===== src/rtl/pvo_pkg.sv =====
// Shared types, register map and helpers for the pixel visit order generator.
package pvo_pkg;

    localparam int PIX_W           = 12;
    localparam int DIM_CFG_W       = 13;
    localparam int GROUP_CFG_W     = 16;
    localparam int MODE_W          = 2;
    localparam int CFG_DATA_W      = 16;
    localparam int CFG_ADDR_W      = 3;
    localparam int HIL_GROUP_SHIFT = 8;

    localparam int RESET_FRAME_DIM = 256;
    localparam int RESET_TILE_DIM  = 32;
    localparam int RESET_GROUP     = 256;

    localparam logic [CFG_ADDR_W-1:0] REG_ORDER_MODE      = 3'd0;
    localparam logic [CFG_ADDR_W-1:0] REG_FRAME_WIDTH     = 3'd1;
    localparam logic [CFG_ADDR_W-1:0] REG_FRAME_HEIGHT    = 3'd2;
    localparam logic [CFG_ADDR_W-1:0] REG_SCAN_GROUP_SIZE = 3'd3;
    localparam logic [CFG_ADDR_W-1:0] REG_TILE_WIDTH      = 3'd4;
    localparam logic [CFG_ADDR_W-1:0] REG_TILE_HEIGHT     = 3'd5;

    localparam logic [MODE_W-1:0] ORDER_SCAN  = 2'd0;
    localparam logic [MODE_W-1:0] ORDER_CURVE = 2'd1;
    localparam logic [MODE_W-1:0] ORDER_TILE  = 2'd2;

    // direct position, or a curve index still to be converted
    typedef enum logic {
        CMD_POS   = 1'b0,
        CMD_CURVE = 1'b1
    } cmd_kind_t;

    typedef struct packed {
        logic in_picture;
        logic group_last;
        logic frame_last;
    } cmd_flags_t;

    function automatic logic [DIM_CFG_W-1:0] clamp_dim(input logic [DIM_CFG_W-1:0] v,
                                                       input logic [DIM_CFG_W-1:0] max_v);
        logic [DIM_CFG_W-1:0] r;
        if (v == '0) begin
            r = DIM_CFG_W'(1);
        end else if (v > max_v) begin
            r = max_v;
        end else begin
            r = v;
        end
        return r;
    endfunction

endpackage


===== src/rtl/pvo_fifo.sv =====
// Small command queue between the walk sequencer and the conversion pipeline.
module pvo_fifo #(
    parameter int WIDTH = 8,
    parameter int DEPTH = 4
) (
    input  logic             aclk,
    input  logic             aresetn,
    input  logic             push,
    input  logic [WIDTH-1:0] wr_data,
    output logic             full,
    input  logic             pop,
    output logic [WIDTH-1:0] rd_data,
    output logic             empty
);
    localparam int PW = (DEPTH > 1) ? $clog2(DEPTH) : 1;
    localparam int CNT_W = $clog2(DEPTH + 1);

    logic [WIDTH-1:0] mem_reg [DEPTH];
    logic [PW-1:0]    wr_ptr_reg, wr_ptr_next;
    logic [PW-1:0]    rd_ptr_reg, rd_ptr_next;
    logic [CNT_W-1:0] count_reg, count_next;
    logic             do_push, do_pop;

    assign full    = (count_reg == CNT_W'(DEPTH));
    assign empty   = (count_reg == '0);
    assign do_push = push && !full;
    assign do_pop  = pop && !empty;
    assign rd_data = mem_reg[rd_ptr_reg];

    always_comb begin
        wr_ptr_next = wr_ptr_reg;
        rd_ptr_next = rd_ptr_reg;
        count_next  = count_reg;
        if (do_push) begin
            wr_ptr_next = (wr_ptr_reg == PW'(DEPTH - 1)) ? '0 : wr_ptr_reg + 1'b1;
        end
        if (do_pop) begin
            rd_ptr_next = (rd_ptr_reg == PW'(DEPTH - 1)) ? '0 : rd_ptr_reg + 1'b1;
        end
        if (do_push && !do_pop) begin
            count_next = count_reg + 1'b1;
        end else if (do_pop && !do_push) begin
            count_next = count_reg - 1'b1;
        end
    end

    always_ff @(posedge aclk) begin
        if (!aresetn) begin
            wr_ptr_reg <= '0;
            rd_ptr_reg <= '0;
            count_reg  <= '0;
        end else begin
            wr_ptr_reg <= wr_ptr_next;
            rd_ptr_reg <= rd_ptr_next;
            count_reg  <= count_next;
        end
    end

    always_ff @(posedge aclk) begin
        if (do_push) begin
            mem_reg[wr_ptr_reg] <= wr_data;
        end
    end

endmodule


===== src/rtl/pvo_front.sv =====
// Walk sequencer: keeps the frame walk state and turns each step into a command.
module pvo_front #(
    parameter int CW  = 12,
    parameter int DW  = 13,
    parameter int GW  = 17,
    parameter int LVW = 4
) (
    input  logic                            aclk,
    input  logic                            aresetn,
    input  logic                            item_accept,
    input  logic                            restart,
    input  logic                            walk_clear,
    input  logic [pvo_pkg::MODE_W-1:0]      order_mode,
    input  logic [DW-1:0]                   frame_w,
    input  logic [DW-1:0]                   frame_h,
    input  logic [DW-1:0]                   tile_w,
    input  logic [DW-1:0]                   tile_h,
    input  logic [pvo_pkg::GROUP_CFG_W-1:0] scan_group,
    input  logic [GW-1:0]                   curve_group,
    input  logic [LVW-1:0]                  curve_levels,
    output pvo_pkg::cmd_kind_t              cmd_kind,
    output pvo_pkg::cmd_flags_t             cmd_flags,
    output logic [2*CW-1:0]                 cmd_data
);
    import pvo_pkg::*;

    logic [CW-1:0]   cx_reg, cx_next, cy_reg, cy_next;
    logic [CW-1:0]   tox_reg, tox_next, toy_reg, toy_next;
    logic [2*CW-1:0] idx_reg, idx_next;
    logic [GW-1:0]   gc_reg, gc_next;
    logic            done_reg, done_next;

    logic [CW-1:0]   cx, cy, tox, toy, pos_x, pos_y;
    logic [2*CW-1:0] idx, last_mask;
    logic [GW-1:0]   gc, group_target;
    logic            done;
    logic [CW:0]     cx_inc, cy_inc;
    logic [GW:0]     gc_inc;
    logic            group_hit, last, tile_none;
    logic [CW+1:0]   tox_new, toy_new;

    always_comb begin
        // a restart item sees a freshly cleared walk
        cx   = restart ? '0 : cx_reg;
        cy   = restart ? '0 : cy_reg;
        tox  = restart ? '0 : tox_reg;
        toy  = restart ? '0 : toy_reg;
        idx  = restart ? '0 : idx_reg;
        gc   = restart ? '0 : gc_reg;
        done = restart ? 1'b0 : done_reg;

        for (int j = 0; j < 2*CW; j++) begin
            last_mask[j] = (j < 2*int'(curve_levels));
        end

        group_target = (order_mode == ORDER_CURVE) ? curve_group :
                       (scan_group == '0) ? GW'(1) : GW'(scan_group);
        cx_inc    = (CW+1)'(cx) + 1'b1;
        cy_inc    = (CW+1)'(cy) + 1'b1;
        gc_inc    = (GW+1)'(gc) + 1'b1;
        group_hit = (gc_inc >= (GW+1)'(group_target));
        tile_none = (tile_w > frame_w) || (tile_h > frame_h);
        tox_new   = (CW+2)'(tox) + (CW+2)'(tile_w);
        toy_new   = (CW+2)'(toy) + (CW+2)'(tile_h);
        pos_x     = tox + cx;
        pos_y     = toy + cy;
        last      = 1'b0;

        cx_next   = cx;
        cy_next   = cy;
        tox_next  = tox;
        toy_next  = toy;
        idx_next  = idx;
        gc_next   = gc;
        done_next = done;

        // idle result unless a live position is produced
        cmd_kind  = CMD_POS;
        cmd_data  = '0;
        cmd_flags = '{in_picture: 1'b0, group_last: 1'b0, frame_last: 1'b1};

        if (!done) begin
            case (order_mode)
                ORDER_CURVE: begin
                    last      = (idx == last_mask);
                    cmd_kind  = CMD_CURVE;
                    cmd_data  = idx;
                    cmd_flags = '{in_picture: 1'b0, group_last: last || group_hit,
                                  frame_last: last};
                    gc_next   = (last || group_hit) ? '0 : GW'(gc_inc);
                    done_next = last;
                    if (!last) begin
                        idx_next = idx + 1'b1;
                    end
                end
                ORDER_TILE: begin
                    if (tile_none) begin
                        done_next = 1'b1;
                    end else begin
                        cmd_data  = {pos_y, pos_x};
                        cmd_flags = '{in_picture: 1'b1, group_last: 1'b0, frame_last: 1'b0};
                        if (cx_inc >= (CW+1)'(tile_w)) begin
                            cx_next = '0;
                            if (cy_inc >= (CW+1)'(tile_h)) begin
                                cy_next = '0;
                                cmd_flags.group_last = 1'b1;
                                if (tox_new + (CW+2)'(tile_w) > (CW+2)'(frame_w)) begin
                                    tox_next = '0;
                                    toy_next = CW'(toy_new);
                                    if (toy_new + (CW+2)'(tile_h) > (CW+2)'(frame_h)) begin
                                        cmd_flags.frame_last = 1'b1;
                                        done_next = 1'b1;
                                    end
                                end else begin
                                    tox_next = CW'(tox_new);
                                end
                            end else begin
                                cy_next = CW'(cy_inc);
                            end
                        end else begin
                            cx_next = CW'(cx_inc);
                        end
                    end
                end
                default: begin
                    last = (cx_inc >= (CW+1)'(frame_w)) && (cy_inc >= (CW+1)'(frame_h));
                    cmd_data  = {cy, cx};
                    cmd_flags = '{in_picture: 1'b1, group_last: last || group_hit,
                                  frame_last: last};
                    gc_next   = (last || group_hit) ? '0 : GW'(gc_inc);
                    done_next = last;
                    if (!last) begin
                        if (cx_inc >= (CW+1)'(frame_w)) begin
                            cx_next = '0;
                            cy_next = CW'(cy_inc);
                        end else begin
                            cx_next = CW'(cx_inc);
                        end
                    end
                end
            endcase
        end
    end

    always_ff @(posedge aclk) begin
        if (!aresetn || walk_clear) begin
            cx_reg   <= '0;
            cy_reg   <= '0;
            tox_reg  <= '0;
            toy_reg  <= '0;
            idx_reg  <= '0;
            gc_reg   <= '0;
            done_reg <= 1'b0;
        end else if (item_accept) begin
            cx_reg   <= cx_next;
            cy_reg   <= cy_next;
            tox_reg  <= tox_next;
            toy_reg  <= toy_next;
            idx_reg  <= idx_next;
            gc_reg   <= gc_next;
            done_reg <= done_next;
        end
    end

endmodule


===== src/rtl/pvo_back.sv =====
// Curve index to coordinate pipeline, one curve level per stage, and output register.
module pvo_back #(
    parameter int CW  = 12,
    parameter int DW  = 13,
    parameter int LVW = 4
) (
    input  logic                aclk,
    input  logic                aresetn,
    input  logic                in_valid,
    output logic                in_pop,
    input  pvo_pkg::cmd_kind_t  in_kind,
    input  pvo_pkg::cmd_flags_t in_flags,
    input  logic [2*CW-1:0]     in_data,
    input  logic [DW-1:0]       frame_w,
    input  logic [DW-1:0]       frame_h,
    input  logic [LVW-1:0]      curve_levels,
    output logic                m_tvalid,
    input  logic                m_tready,
    output logic [23:0]         m_tdata,   // pixel_x[11:0], pixel_y[23:12]
    output logic                m_tlast,   // group_last
    output logic [1:0]          m_tuser    // in_picture[0], frame_last[1]
);
    import pvo_pkg::*;

    typedef struct packed {
        cmd_kind_t       kind;
        cmd_flags_t      flags;
        logic [CW-1:0]   x;
        logic [CW-1:0]   y;
        logic [2*CW-1:0] idx;
    } stage_t;

    function automatic stage_t apply_level(input stage_t s, input int k,
                                           input logic [LVW-1:0] lv);
        stage_t        r;
        logic          rx, ry;
        logic [CW-1:0] low_mask, xs, ys;
        r        = s;
        rx       = s.idx[2*k+1];
        ry       = s.idx[2*k] ^ rx;
        low_mask = CW'((1 << k) - 1);
        xs       = s.x;
        ys       = s.y;
        if (s.kind == CMD_CURVE && k < int'(lv)) begin
            // rotate the quadrant, then place it
            if (!ry) begin
                if (rx) begin
                    xs = xs ^ low_mask;
                    ys = ys ^ low_mask;
                end
                r.x = ys;
                r.y = xs;
            end else begin
                r.x = xs;
                r.y = ys;
            end
            r.x = r.x | (CW'(rx) << k);
            r.y = r.y | (CW'(ry) << k);
        end
        return r;
    endfunction

    stage_t       st_reg [CW+1];
    logic [CW:0]  valid_reg;
    logic         out_valid_reg;
    logic [23:0]  out_data_reg;
    logic         out_last_reg;
    logic [1:0]   out_user_reg;
    logic         adv;
    stage_t       load;
    stage_t       tail;
    logic         tail_inpic;

    assign adv    = !out_valid_reg || m_tready;
    assign in_pop = adv && in_valid;

    always_comb begin
        load.kind  = in_kind;
        load.flags = in_flags;
        if (in_kind == CMD_CURVE) begin
            load.x   = '0;
            load.y   = '0;
            load.idx = in_data;
        end else begin
            load.x   = in_data[CW-1:0];
            load.y   = in_data[2*CW-1:CW];
            load.idx = '0;
        end
        tail       = st_reg[CW];
        tail_inpic = (tail.kind == CMD_CURVE) ?
                     ((DW'(tail.x) < frame_w) && (DW'(tail.y) < frame_h)) :
                     tail.flags.in_picture;
    end

    always_ff @(posedge aclk) begin
        if (!aresetn) begin
            valid_reg     <= '0;
            out_valid_reg <= 1'b0;
        end else if (adv) begin
            valid_reg     <= {valid_reg[CW-1:0], in_valid};
            out_valid_reg <= valid_reg[CW];
        end
    end

    always_ff @(posedge aclk) begin
        if (adv) begin
            st_reg[0] <= load;
            for (int k = 0; k < CW; k++) begin
                st_reg[k+1] <= apply_level(st_reg[k], k, curve_levels);
            end
            out_data_reg <= {PIX_W'(tail.y), PIX_W'(tail.x)};
            out_last_reg <= tail.flags.group_last;
            out_user_reg <= {tail.flags.frame_last, tail_inpic};
        end
    end

    assign m_tvalid = out_valid_reg;
    assign m_tdata  = out_data_reg;
    assign m_tlast  = out_last_reg;
    assign m_tuser  = out_user_reg;

endmodule


===== src/rtl/pixel_visit_order_generator.sv =====
// Top level: configuration registers, walk sequencer, command queue and conversion pipeline.
//
// Every item on the input stream (s_tdata[0] = restart) produces exactly one pixel position
// on the output stream, in scanline, Hilbert-curve or whole-tile order as set by order_mode.
// One item is accepted per clock cycle for as long as the output side keeps taking results;
// each result passes through the four-entry command queue, a load stage, one pipeline stage
// per curve level (CW levels, where CW = ceil(log2(MAX_DIM)) capped at 13) and one output
// register, the same path in every mode. The walk state is advanced by the sequencer in the
// accepting cycle, so a restart item already yields the first position of the frame. Any write
// to addresses 0 to 5 restarts the walk; registers may be written only while no results are
// outstanding.
module pixel_visit_order_generator #(
    parameter int MAX_DIM = 4096
) (
    input  logic                           aclk,
    input  logic                           aresetn,
    input  logic                           s_tvalid,
    output logic                           s_tready,
    input  logic [7:0]                     s_tdata,    // restart[0], zero fill above
    output logic                           m_tvalid,
    input  logic                           m_tready,
    output logic [23:0]                    m_tdata,    // pixel_x[11:0], pixel_y[23:12]
    output logic                           m_tlast,    // group_last
    output logic [1:0]                     m_tuser,    // in_picture[0], frame_last[1]
    input  logic                           cfg_we,
    input  logic [pvo_pkg::CFG_ADDR_W-1:0] cfg_addr,
    input  logic [pvo_pkg::CFG_DATA_W-1:0] cfg_wdata
);
    import pvo_pkg::*;

    localparam int DIM_LIMIT  = (1 << DIM_CFG_W) - 1;
    localparam int EFF_MAX    = (MAX_DIM < DIM_LIMIT) ? MAX_DIM : DIM_LIMIT;
    localparam int CW         = $clog2(EFF_MAX);
    localparam int DW         = $clog2(EFF_MAX + 1);
    localparam int LVW        = $clog2(CW + 1);
    localparam int GW_RAW     = $clog2(((EFF_MAX * EFF_MAX) >> HIL_GROUP_SHIFT) + 1);
    localparam int GW         = (GW_RAW > GROUP_CFG_W) ? GW_RAW : GROUP_CFG_W;
    localparam int RST_DIM    = (EFF_MAX < RESET_FRAME_DIM) ? EFF_MAX : RESET_FRAME_DIM;
    localparam int RST_GS_RAW = (RST_DIM * RST_DIM) >> HIL_GROUP_SHIFT;
    localparam int RST_GS     = (RST_GS_RAW < 1) ? 1 : RST_GS_RAW;
    localparam int FIFO_DEPTH = 4;
    localparam int CMD_W      = 1 + $bits(cmd_flags_t) + 2*CW;

    logic [MODE_W-1:0]      order_mode_reg;
    logic [DIM_CFG_W-1:0]   frame_width_reg, frame_height_reg;
    logic [GROUP_CFG_W-1:0] scan_group_size_reg;
    logic [DIM_CFG_W-1:0]   tile_width_reg, tile_height_reg;
    logic [GW-1:0]          curve_group_reg, curve_group_next;

    logic [DW-1:0]     frame_w_cl, frame_h_cl, tile_w_cl, tile_h_cl;
    logic [DW-1:0]     wdata_cl, mul_a, mul_b, span, span_m1;
    logic [2*DW-1:0]   area;
    logic [GW-1:0]     area_q;
    logic [LVW-1:0]    curve_levels;
    logic              walk_clear, dims_write, item_accept;

    cmd_kind_t         cmd_kind;
    cmd_flags_t        cmd_flags;
    logic [2*CW-1:0]   cmd_data;
    logic [CMD_W-1:0]  q_wr, q_rd;
    logic              q_full, q_empty, q_pop;

    assign walk_clear  = cfg_we && (cfg_addr <= REG_TILE_HEIGHT);
    assign dims_write  = cfg_we && (cfg_addr == REG_FRAME_WIDTH || cfg_addr == REG_FRAME_HEIGHT);
    assign s_tready    = !q_full;
    assign item_accept = s_tvalid && s_tready;

    assign frame_w_cl = DW'(clamp_dim(frame_width_reg, DIM_CFG_W'(EFF_MAX)));
    assign frame_h_cl = DW'(clamp_dim(frame_height_reg, DIM_CFG_W'(EFF_MAX)));
    assign tile_w_cl  = DW'(clamp_dim(tile_width_reg, DIM_CFG_W'(EFF_MAX)));
    assign tile_h_cl  = DW'(clamp_dim(tile_height_reg, DIM_CFG_W'(EFF_MAX)));

    // curve side n = 2^levels, the power of two at or above the larger side
    always_comb begin
        span         = (frame_w_cl > frame_h_cl) ? frame_w_cl : frame_h_cl;
        span_m1      = span - 1'b1;
        curve_levels = '0;
        for (int j = 0; j < CW; j++) begin
            if (span_m1[j]) begin
                curve_levels = LVW'(j + 1);
            end
        end
    end

    // curve group size follows w*h, recomputed from the value being written
    always_comb begin
        wdata_cl = DW'(clamp_dim(cfg_wdata[DIM_CFG_W-1:0], DIM_CFG_W'(EFF_MAX)));
        mul_a    = (cfg_addr == REG_FRAME_WIDTH) ? wdata_cl : frame_w_cl;
        mul_b    = (cfg_addr == REG_FRAME_HEIGHT) ? wdata_cl : frame_h_cl;
        area     = mul_a * mul_b;
        area_q   = GW'(area >> HIL_GROUP_SHIFT);
        curve_group_next = (area_q == '0) ? GW'(1) : area_q;
    end

    always_ff @(posedge aclk) begin
        if (!aresetn) begin
            order_mode_reg      <= ORDER_SCAN;
            frame_width_reg     <= DIM_CFG_W'(RESET_FRAME_DIM);
            frame_height_reg    <= DIM_CFG_W'(RESET_FRAME_DIM);
            scan_group_size_reg <= GROUP_CFG_W'(RESET_GROUP);
            tile_width_reg      <= DIM_CFG_W'(RESET_TILE_DIM);
            tile_height_reg     <= DIM_CFG_W'(RESET_TILE_DIM);
            curve_group_reg     <= GW'(RST_GS);
        end else begin
            if (cfg_we) begin
                case (cfg_addr)
                    REG_ORDER_MODE:      order_mode_reg      <= cfg_wdata[MODE_W-1:0];
                    REG_FRAME_WIDTH:     frame_width_reg     <= cfg_wdata[DIM_CFG_W-1:0];
                    REG_FRAME_HEIGHT:    frame_height_reg    <= cfg_wdata[DIM_CFG_W-1:0];
                    REG_SCAN_GROUP_SIZE: scan_group_size_reg <= cfg_wdata[GROUP_CFG_W-1:0];
                    REG_TILE_WIDTH:      tile_width_reg      <= cfg_wdata[DIM_CFG_W-1:0];
                    REG_TILE_HEIGHT:     tile_height_reg     <= cfg_wdata[DIM_CFG_W-1:0];
                    default: ;
                endcase
            end
            if (dims_write) begin
                curve_group_reg <= curve_group_next;
            end
        end
    end

    pvo_front #(
        .CW  (CW),
        .DW  (DW),
        .GW  (GW),
        .LVW (LVW)
    ) u_front (
        .aclk         (aclk),
        .aresetn      (aresetn),
        .item_accept  (item_accept),
        .restart      (s_tdata[0]),
        .walk_clear   (walk_clear),
        .order_mode   (order_mode_reg),
        .frame_w      (frame_w_cl),
        .frame_h      (frame_h_cl),
        .tile_w       (tile_w_cl),
        .tile_h       (tile_h_cl),
        .scan_group   (scan_group_size_reg),
        .curve_group  (curve_group_reg),
        .curve_levels (curve_levels),
        .cmd_kind     (cmd_kind),
        .cmd_flags    (cmd_flags),
        .cmd_data     (cmd_data)
    );

    assign q_wr = {cmd_kind, cmd_flags, cmd_data};

    pvo_fifo #(
        .WIDTH (CMD_W),
        .DEPTH (FIFO_DEPTH)
    ) u_queue (
        .aclk    (aclk),
        .aresetn (aresetn),
        .push    (item_accept),
        .wr_data (q_wr),
        .full    (q_full),
        .pop     (q_pop),
        .rd_data (q_rd),
        .empty   (q_empty)
    );

    pvo_back #(
        .CW  (CW),
        .DW  (DW),
        .LVW (LVW)
    ) u_back (
        .aclk         (aclk),
        .aresetn      (aresetn),
        .in_valid     (!q_empty),
        .in_pop       (q_pop),
        .in_kind      (cmd_kind_t'(q_rd[CMD_W-1])),
        .in_flags     (cmd_flags_t'(q_rd[CMD_W-2:2*CW])),
        .in_data      (q_rd[2*CW-1:0]),
        .frame_w      (frame_w_cl),
        .frame_h      (frame_h_cl),
        .curve_levels (curve_levels),
        .m_tvalid     (m_tvalid),
        .m_tready     (m_tready),
        .m_tdata      (m_tdata),
        .m_tlast      (m_tlast),
        .m_tuser      (m_tuser)
    );

endmodule


===== config.mk =====
export PLATFORM = sky130hd
export DESIGN_NAME = pixel_visit_order_generator
export DESIGN_NICKNAME = d
export VERILOG_FILES = /design/src/rtl/pvo_pkg.sv /design/src/rtl/pvo_fifo.sv /design/src/rtl/pvo_front.sv /design/src/rtl/pvo_back.sv /design/src/rtl/pixel_visit_order_generator.sv
export SDC_FILE = /design/constraint.sdc
export NUM_CORES = 2
export LEC_CHECK = 0
export ABC_AREA = 1
export BUFFER_PORTS_ARGS = -buffer_cell sky130_fd_sc_hd__clkbuf_2
export CORE_UTILIZATION = 40
export DETAILED_ROUTE_END_ITERATION = 6
export HOLD_SLACK_MARGIN = 0.05
export PLACE_DENSITY = 0.6
export SYNTH_ARGS = -nofsm -noshare
export SYNTH_HDL_FRONTEND = slang
export SYNTH_SLANG_ARGS = --single-unit

===== constraint.sdc =====
create_clock -name aclk -period 34.2 [get_ports aclk]
set_clock_uncertainty 0.05 [all_clocks]
set_input_delay 3.42 -clock aclk [delete_from_list [all_inputs] [get_ports aclk]]
set_output_delay 3.42 -clock aclk [all_outputs]
set_load 0.005 [all_outputs]

==> results.json <==
{
  "wirelength_mm": 124,
  "slew_headroom": 0.157,
  "syn_inst": 5543,
  "grt_pass1_vias": 35300,
  "r2r_end": "curve_group_reg[0]",
  "ctsHoldBuffers": 0,
  "synth-xor-area-share": 0.0189,
  "syn-num-nets": 6005,
  "synth_edf_count": 659,
  "slew_violations": 0,
  "drtIter0Drc": 2947,
  "fmax_mhz": 94.3,
  "clock_power_share": 0.265,
  "netlist-cell-type-count": 69,
  "regToRegSetupSlack_ns": 26.58,
  "synth.top_cell.area_share": 0.396,
  "hold_start": "u_back.st_reg[0][383]",
  "area.growth.synth_to_final_pct": 10.5,
  "post_cts_buffers": 0,
  "yosysSeqAreaShare": 0.476,
  "grt.total_usage": 0.195,
  "required_ns": 34.74,
  "power_w": 0.00381,
  "grt-ovfl-total": 0,
  "rsz0062_at_grt": "false",
  "antenna_found_initial": 2,
  "fillers": 11800,
  "die_w_um": 355,
  "cp-end-kind": "flop",
  "layout_setup_ws_ns": 23.60,
  "p_sw_w": 0.00127,
  "ant_nets": 0,
  "synth_top_cell_by_area": "edfxtp_1",
  "worst-path-buf-inv": 7,
  "clock_sinks": 859,
  "synth_top_family_by_area": "simple AND/OR/NAND/NOR gates",
  "holdPathStages": 0,
  "synthSimpleGateAreaFrac": 0.148,
  "via_per_inst": 5.18,
  "synth.most_common_cell": "nand2_1",
  "start_util": 0.404,
  "clkLatencyLatePin_ns": 0.67,
  "syn_avg_cell_area_um2": 9.02,
  "fin_cells": 7273,
  "rows": 129,
  "synth-async-reset-ratio": 0,
  "startpoint_type": "input port",
  "worst_pin_slew_ns": 1.26,
  "place_hpwl_mm": 89.6,
  "synth_area_um2": 50000,
  "slowest_stage": "nor3_2",
  "cts_resized": 0,
  "seq_power_share": 0.459,
  "status": "finished with violations",
  "final.setup.tns_ns": 0,
  "synth.top_cells.by_count": "nand2_1 (973), inv_1 (851), edfxtp_1 (659), nor2_1 (541), a21oi_1 (509)",
  "leakage_nw": 24.5,
  "r2r-start": "frame_height_reg[8]",
  "cts_buffer_depth": 3,
  "r2r_cells": 31,
  "synth_compound_area_frac": 0.145,
  "ys_ff_latch": 859,
  "h-tree-depth": 3,
  "die-area_um2": 126000,
  "vdd_ir_drop_max_uv": 46.2,
  "synth_area_leaders": "edfxtp_1 (40%), dfxtp_1 (8.0%), ha_1 (7.6%)",
  "hold_violations": 0,
  "grt_max_degree": 165,
  "worstHoldPathType": "reg2reg",
  "critical_path_class": "in2reg",
  "die_h_um": 355,
  "gp_congestion": 0.912,
  "period_minus_slack_ns": 10.60,
  "dp_cells": 7112,
  "worst_ep_arrival_time_ns": 11.14,
  "cts_tree": "done",
  "holdPathEnd": "u_back.st_reg[1][19]",
  "num_vias": 37600,
  "combPwrFrac": 0.276,
  "swShare": 0.334,
  "drc": 24,
  "synthAdderAreaFrac": 0.127,
  "cts_buffers": 90,
  "core_region_area_um2": 124000,
  "layout-drive-gt1-share": 0.0625,
  "ys.flop_type": "edfxtp_1",
  "muxShareOfSynthArea": 0.00481,
  "crit_top_cell": "inv_1",
  "first_pass_iters": 7,
  "num_io_pins": 61,
  "final_nets": 6030,
  "cts_root_buf": "clkbuf_16",
  "io_buffer_count": 53,
  "wl_per_cell_um": 17.1,
  "power_density_nw_per_um2": 68.9,
  "fin_crit_sh": 0.310,
  "cap_viol_max_count": 0,
  "ys.warnings.count": 0,
  "max_stage_delay_ns": 0.92,
  "pre_cts_slack_ns": 23.17,
  "grt_pass1_wl_mm": 195,
  "largest_reg_flops": 520,
  "p_int_w": 0.00254,
  "violations": "DRC",
  "cpLargestDelayFamily": "adder cells",
  "setup_violations": 0,
  "clk_pin_slew_ns": 0.06,
  "path_max_fanout": 19
}
## power by group through the flow
| stage | registers [W] | clock network, W | logic, W |
|---|---|---|---|
| finish | 0.00175 | 0.00101 | 0.00105 |
| global route | 0.00179 | 0.00107 | 0.00120 |
| floorplan | 0.00171 | 0 | 0.000771 |
| global placement | 0.00176 | 0 | 0.00102 |
| detailed placement | 0.00177 | 0 | 0.00105 |
| CTS | 0.00175 | 0.00103 | 0.00106 |
## worst max path at each step
stage | from | end | slack, ns | cells after the start
after global routing | cfg_addr[1] | curve_group_reg[0] | 23.24 | 29
after global placement | cfg_addr[1] | curve_group_reg[0] | 23.26 | 29
final | cfg_addr[1] | curve_group_reg[0] | 23.60 | 28
after detailed placement | cfg_addr[1] | curve_group_reg[0] | 23.17 | 28
after CTS | cfg_addr[1] | curve_group_reg[0] | 23.84 | 28
after floorplan | m_tready | u_back.m_tdata[0] | 14.50 | 3
## layer usage
layer,routed length [µm],GRT usage
met1,57100,0.271
met2,56400,0.314
met3,7480,0.0282
met4,3460,0.0624
met5,0,0
## stage by stage
step	util	hold WS (ns)	instance area, µm²
2_1_floorplan	-	0.350	50000
3_3_place_gp	0.422	0.350	52200
3_5_place_dp	0.422	0.355	52200
4_1_cts	0.446	0.356	55200
5_1_grt	0.446	0.358	55200
6_report	0.446	0.356	55200
## cells in the final DEF, fill, tap and decap left out, drive strengths merged, types with 7 or more instances in the layout
cell       n
a2111oi   11
a211oi    14
a21boi     9
a21oi    510
a221oi    15
a22oi     16
a31oi     15
a32o      24
buf       83
bufinv    12
clkbuf   168
clkinv    28
dfxtp    200
edfxtp   659
fa       126
ha       304
inv      868
mux2       8
mux2i     15
nand2    984
nand3    117
nand3b     9
nand4     45
nor2     554
nor3      50
nor4      20
o211ai    53
o21a      59
o21ai    350
o21bai    20
o221ai     7
o22ai    117
or2       11
xnor2     40
xor2      68
## final cells by class
| cell class | instances | area, µm² | share of cell area |
|---|---|---|---|
| multi-input cells | 3614 | 22200 | 0.402 |
| clock inverters | 44 | 617 | 0.0112 |
| repair buffers | 136 | 892 | 0.0161 |
| clock buffers | 115 | 2420 | 0.0438 |
| inverters | 867 | 3260 | 0.0590 |
| diodes | 1 | 2.50 | 0.0000453 |
| well taps | 1637 | 2050 | 0.0371 |
| flip-flops and latches | 859 | 23800 | 0.431 |
## logic make-up after synthesis
family,count (synthesis)
AOI/OAI and AO/OA,1254
xor gates and xnor gates,108
adders and majority gates,430
buffers and inverters,1070
DFF,859
muxes,23
and+or+nand+nor,1799
No activity file was read; power rests on OpenSTA's default activity.
